===== config.mk =====
export PLATFORM = sky130hd
export DESIGN_NAME = mlnp_ctrl
export DESIGN_NICKNAME = d
export VERILOG_FILES = /design/src/rtl/mlnp_pkg.sv /design/src/rtl/mlnp_ctrl.sv
export SDC_FILE = /design/constraint.sdc
export NUM_CORES = 1
export LEC_CHECK = 0
export BUFFER_PORTS_ARGS = -buffer_cell sky130_fd_sc_hd__buf_2
export CAP_MARGIN = 20
export CORE_AREA = 2 2 39 41
export DETAILED_ROUTE_END_ITERATION = 6
export DIE_AREA = 0 0 41 43
export PLACE_DENSITY = 0.53
export SYNTH_ARGS = -nofsm -noshare
export SYNTH_HDL_FRONTEND = slang
export SYNTH_SLANG_ARGS = --single-unit

===== constraint.sdc =====
create_clock -name clk -period 2.3 [get_ports clk]
set_input_delay 0.69 -clock clk [delete_from_list [all_inputs] [get_ports clk]]
set_output_delay 0.69 -clock clk [all_outputs]
set_load 0.02 [all_outputs]

===== src/rtl/mlnp_pkg.sv =====
// ----------------------------------------------------------------------------
// mlnp_pkg
// shared sizes, codes, payload and control types of the node pool
// ----------------------------------------------------------------------------
package mlnp_pkg;

    localparam int NUM_LISTS  = 256;
    localparam int POOL_NODES = 4096;
    localparam int DATA_WIDTH = 32;

    localparam int LIST_W  = $clog2(NUM_LISTS);
    localparam int NODE_W  = $clog2(POOL_NODES);
    localparam int PTR_W   = NODE_W + 1;
    localparam int LIMIT_W = 9;
    localparam int OP_W    = 2;

    typedef enum logic [OP_W-1:0] {
        OP_APPEND = 2'd0,
        OP_READ   = 2'd1,
        OP_CLEAR  = 2'd2
    } op_t;

    typedef enum logic [1:0] {
        ST_OK      = 2'd0,
        ST_RANGE   = 2'd1,
        ST_INVALID = 2'd2,
        ST_FULL    = 2'd3
    } status_t;

    typedef enum logic [2:0] {
        S_IDLE,
        S_EXEC,
        S_APP_LINK,
        S_RD_NODE,
        S_RESP
    } state_t;

    typedef struct packed {
        logic [OP_W-1:0]       opcode;
        logic [LIST_W-1:0]     list_index;
        logic                  from_head;
        logic [NODE_W-1:0]     start_node;
        logic [DATA_WIDTH-1:0] data_in;
    } in_item_t;

    typedef struct packed {
        logic [1:0]            status;
        logic [DATA_WIDTH-1:0] data_out;
        logic [NODE_W-1:0]     next_node;
    } out_item_t;

    typedef struct packed {
        logic    cap_item;
        logic    app_start;
        logic    app_link;
        logic    head_rd;
        logic    node_rd;
        logic    clear_all;
        logic    st_set;
        status_t st_code;
        logic    mem_sel;
        logic    out_load;
    } ctrl_cmd_t;

    typedef struct packed {
        logic [OP_W-1:0] opcode;
        logic            in_range;
        logic            pool_full;
        logic            node_ok;
        logic            out_free;
    } dp_stat_t;

endpackage


===== src/rtl/mlnp_ctrl.sv =====
// ----------------------------------------------------------------------------
// mlnp_ctrl
// sequencer stepping one item through the pool memories
// ----------------------------------------------------------------------------
module mlnp_ctrl
    import mlnp_pkg::*;
(
    input  logic      clk,
    input  logic      rst_n,
    input  logic      in_valid,
    output logic      in_ready,
    input  dp_stat_t  stat,
    output ctrl_cmd_t cmd
);

    state_t state_reg;
    state_t state_next;

    always_ff @(posedge clk or negedge rst_n)
    begin
        if (!rst_n)
        begin
            state_reg <= S_IDLE;
        end
        else
        begin
            state_reg <= state_next;
        end
    end

    always_comb
    begin
        state_next = state_reg;
        unique case (state_reg)
            S_IDLE:
            begin
                if (in_valid)
                begin
                    state_next = S_EXEC;
                end
            end
            S_EXEC:
            begin
                unique case (stat.opcode)
                    OP_APPEND:
                    begin
                        if (stat.in_range && !stat.pool_full)
                        begin
                            state_next = S_APP_LINK;
                        end
                        else
                        begin
                            state_next = S_RESP;
                        end
                    end
                    OP_READ:
                    begin
                        state_next = stat.in_range ? S_RD_NODE : S_RESP;
                    end
                    default:
                    begin
                        state_next = S_RESP;
                    end
                endcase
            end
            S_APP_LINK:
            begin
                state_next = S_RESP;
            end
            S_RD_NODE:
            begin
                state_next = S_RESP;
            end
            S_RESP:
            begin
                if (stat.out_free)
                begin
                    state_next = S_IDLE;
                end
            end
            default:
            begin
                state_next = S_IDLE;
            end
        endcase
    end

    always_comb
    begin
        in_ready = 1'b0;
        cmd      = '0;
        cmd.st_code = ST_OK;
        unique case (state_reg)
            S_IDLE:
            begin
                in_ready     = 1'b1;
                cmd.cap_item = in_valid;
            end
            S_EXEC:
            begin
                cmd.st_set = 1'b1;
                unique case (stat.opcode)
                    OP_APPEND:
                    begin
                        priority if (!stat.in_range)
                        begin
                            cmd.st_code = ST_RANGE;
                        end
                        else if (stat.pool_full)
                        begin
                            cmd.st_code = ST_FULL;
                        end
                        else
                        begin
                            cmd.app_start = 1'b1;
                        end
                    end
                    OP_READ:
                    begin
                        if (!stat.in_range)
                        begin
                            cmd.st_code = ST_RANGE;
                        end
                        else
                        begin
                            cmd.head_rd = 1'b1;
                        end
                    end
                    OP_CLEAR:
                    begin
                        cmd.clear_all = 1'b1;
                    end
                    default:
                    begin
                        cmd.st_code = ST_OK;
                    end
                endcase
            end
            S_APP_LINK:
            begin
                cmd.app_link = 1'b1;
            end
            S_RD_NODE:
            begin
                cmd.st_set = 1'b1;
                if (stat.node_ok)
                begin
                    cmd.node_rd = 1'b1;
                    cmd.mem_sel = 1'b1;
                end
                else
                begin
                    cmd.st_code = ST_INVALID;
                end
            end
            S_RESP:
            begin
                cmd.out_load = stat.out_free;
            end
            default:
            begin
                in_ready = 1'b0;
            end
        endcase
    end

endmodule


==> Word-level counts from Yosys, hierarchy flattened <==
Index checks and enable logic that the tools add are counted.
{ "classes": {"eq_ne": 8, "mux": 27, "n_reduce_logical": 6} }
{ "op_table": {"columns": ["operator", "count"], "rows": [
  ["$mux W1", 16],
  ["$mux W3", 4],
  ["$pmux W3 S2", 2],
  ["$pmux W3 S4", 1],
  ["$eq A3 B2 Y1 const B", 2],
  ["$mux W2", 3],
  ["$ne A2 B2 Y1 const B", 2],
  ["$pmux W2 S2", 1],
  ["$eq A3 B1 Y1 const B", 1],
  ["$eq A3 B3 Y1 const B", 1],
  ["$logic_not A3 Y1", 1],
  ["$eq A2 B1 Y1 const B", 1],
  ["$eq A2 B2 Y1 const B", 1],
  ["$logic_not A2 Y1", 1],
  ["$reduce_and A2 Y1", 1],
  ["$reduce_or A2 Y1", 1],
  ["$logic_and A1 B1 Y1", 1],
  ["$logic_not A1 Y1", 1]
]} }
{ "word_totals": {"regBits": 3, "input_bits": 9, "word_cells": 42} }

==> Depth between registers and ports, before layout <==
{ "depth": {"word_depth": 5, "depth_mapped": 3} }

==> Least setup slack after synthesis <==
OpenSTA, ideal clock, no wires.
{ "synth_timing": {"path_kind": "in2out", "start": "in stat[4] (netlist name)", "end": "out cmd[2] (netlist name)", "arrival_ns": 1.427, "required_time_ns": 1.610, "path_slack_ns": 0.183, "path_stages": 2, "n_path_buf": 0, "cell_sequence": "nand2b_1 > a211oi_1"} }
{ "synth_rtl": {"columns": ["item", "line_no", "source"], "rows": [
  ["start: declaration", "mlnp_ctrl.sv:12", "input dp_stat_t stat,"],
  ["end: declaration", "mlnp_ctrl.sv:13", "output ctrl_cmd_t cmd"]
]} }

==> out/qor.yml <==
fill_cells: 155
place_inst: 65
path_cells: "or3b_4, or2_4, nor3_2, buf_4"
rr_worst_depth: 3
synthCells: 30
grt_util_all_layers_pct: 9.980
crit_arrival_ns: 1.56
chipHeight_um: 43
cts_buffers: 3
slew_headroom_pct: 82.70
diodes: 0
antenna_found_initial: 0
reg2reg_from: "state_reg[1]"
drc: 0
drive_above_1_share_pct: 55.36
wl_per_cell_um: 9.194
cts_htree_levels: 1
place_ws_ns: 0.1017
grt_pass1_wl_um: 1124
area_delta_synth_final_pct: 64.85
slowest_stage: "or3b_4"
syn-num-nets: 39
final.setup.tns_ns: 0
finalHoldViolCount: 0
r2r_end: "state_reg[1]"
r2r_slack_ns: 1.10
cts.path.max_buffers: 2
syn_area_um2: 252.7
cts_sinks: 3
multi_input_area_um2: 170.2
grt_max_degree: 7
dieArea_mm2: 0.001763
layout_setup_ws_ns: 0.05243
critPathTopFamily: "simple AND/OR/NAND/NOR gates"
wl_um: 662
layout.cells.non_filler: 72
cts_hold_buf: 0
critPathMaxStageDelay_ns: 0.40
maxCapViolCount: 0
worst_pin_slew_ns: 0.2575
fmax_ghz: 0.4449
drt.antenna.violating_nets: 0
p_leak_nw: 0.2321
intPower_mw: 0.2226
rows: 14
vias: 294
outcome: "completed"
setup_viol: 0
yosysSeqAreaShare_pct: 29.70
clkLatencyLatePin_ns: 0.24
holdCritPathClass: "in2async"
powerDensity_mw_per_mm2: 903.7
syn_area_per_cell_um2: 8.425
total_power_mw: 0.3765
slew_violations: 0
p_sw_mw: 0.1540
portBuffers: 20
drt_iter0_drc: 4
layout.nets: 66
seqPwrFrac_pct: 20.1
gp_congestion: 0.6413
fin_crit_ns: 2.248
largest_reg_flops: 3
ys_seq_elements: 3
finClkSkew_ns: 0.003279
post-route-period-util_pct: 97.72
hold_ws_ns: 0.2401
drt-pass1-iter-count: 4
required_ns: 1.61
p_clk_share_pct: 25.2
die_w_um: 41
vdd_ir_drop_max_mv: 0.3285
start_util_pct: 18.26
crit_type: "reg2out"
rsz0062_at_grt: "yes"
cts_tree: "built"
end_kind: "primary output"
critPathMaxFanout: 4
clk_pin_slew_worst_paths_ns: 0.04
swShare_pct: 40.89
coreArea_mm2: 0.001384
drt-vias-per-instance: 4.083
cts-root-buf: "clkbuf_4"
ys.warnings.count: 0
synth_cell_types: 19
crit_buf_inv: 1
grt_overflow: 0
pwr-share-comb_pct: 54.7
ios: 21
dpl.hpwl_um: 513
startpoint_type: "register"
grt_pass1_vias: 272
seq_area_um2: 75.07
==> what timing repair did <==
item / CTS / global route
setup endpoints to repair: 2 / 2
resized for setup: 1 / 0
endpoints found under the hold margin: 0 / 0
buffers inserted: 2 / 1
==> worst max path at each step <==
stage	start	endpoint	slack, ns	cells past startpoint
after global routing	state_reg[1]	cmd[9]	-0.03	4
after floorplan	stat[4]	cmd[2]	0.18	2
final	state_reg[1]	cmd[9]	0.05	4
after detailed placement	stat[5]	cmd[9]	0.10	5
after global placement	stat[5]	cmd[9]	0.11	5
after CTS	state_reg[1]	cmd[9]	0.03	4
==> layout by cell type (no fill, tap or decap) <==
master,netlist,layout
o211ai_1,1,1
clkbuf_4,0,3
buf_2,0,19
or2_4,1,1
and3_1,2,2
o21ai_0,1,1
o22ai_2,1,1
or3b_4,1,1
nor2_1,3,3
a211oi_1,1,1
clkbuf_1,0,1
nor2_2,1,1
nor3_1,1,1
a21o_1,1,1
nor3b_1,1,1
nand2b_1,3,3
nor3_2,1,1
buf_4,1,4
dfrtp_1,3,3
nor2b_1,3,3
nand2_1,2,2
and2_1,2,2
==> cells by family (layout without fill, tap and decap cells) <==
logic type             after synthesis  count (layout)  synth area share, %
AND/OR/NAND/NOR                     21              21                51.49
AO/OA/AOI/OAI                        5               5                15.84
flip-flops                           3               3                29.70
buffers and inverters                1              27                2.971
==> per-layer routing <==
layer  up-vias  wire length [um]  global-route usage (%)
met1       129               266                   12.05
met3         0                45                   4.712
met5         -                 0                       0
met4         0                 0                   8.000
met2        10               350                   12.81
li1        155                 -                       -
==> synthesized netlist by cell type <==
master	count	area share, %
a211oi_1	1	3.0
a21o_1	1	3.0
and2_1	2	4.9
and3_1	2	4.9
buf_4	1	3.0
dfrtp_1	3	30
nand2_1	2	3.0
nand2b_1	3	7.4
nor2_1	3	4.5
nor2_2	1	2.5
nor2b_1	3	7.4
nor3_1	1	2.0
nor3_2	1	4.0
nor3b_1	1	3.0
o211ai_1	1	3.0
o21ai_0	1	2.0
o22ai_2	1	4.9
or2_4	1	3.5
or3b_4	1	4.5
==> per-stage QoR <==
stage / cell area (um2) / util, %
detailed placement: 365.4 / 26.40
global route: 416.7 / 30.11
floorplan: 252.7 / -
CTS: 409.1 / 29.57
finish: 416.7 / 30.11
global placement: 365.4 / 26.40
==> layout make-up <==
type	count	share of cell area [%]
clock buffers	4	6.306
multi-input cells	26	40.84
flip-flops and latches	3	18.02
well taps	16	4.805
repair buffers	23	30.03
==> power by group through the flow <==
stage | logic [mW] | registers, mW | clock network (mW)
2_1_floorplan | 0.118 | 0.0857 | 0
4_1_cts | 0.205 | 0.0755 | 0.0999
3_3_place_gp | 0.171 | 0.0910 | 0
5_1_grt | 0.226 | 0.0775 | 0.106
6_report | 0.206 | 0.0756 | 0.0948
3_5_place_dp | 0.171 | 0.0905 | 0
No activity file was read; power rests on OpenSTA's default activity.
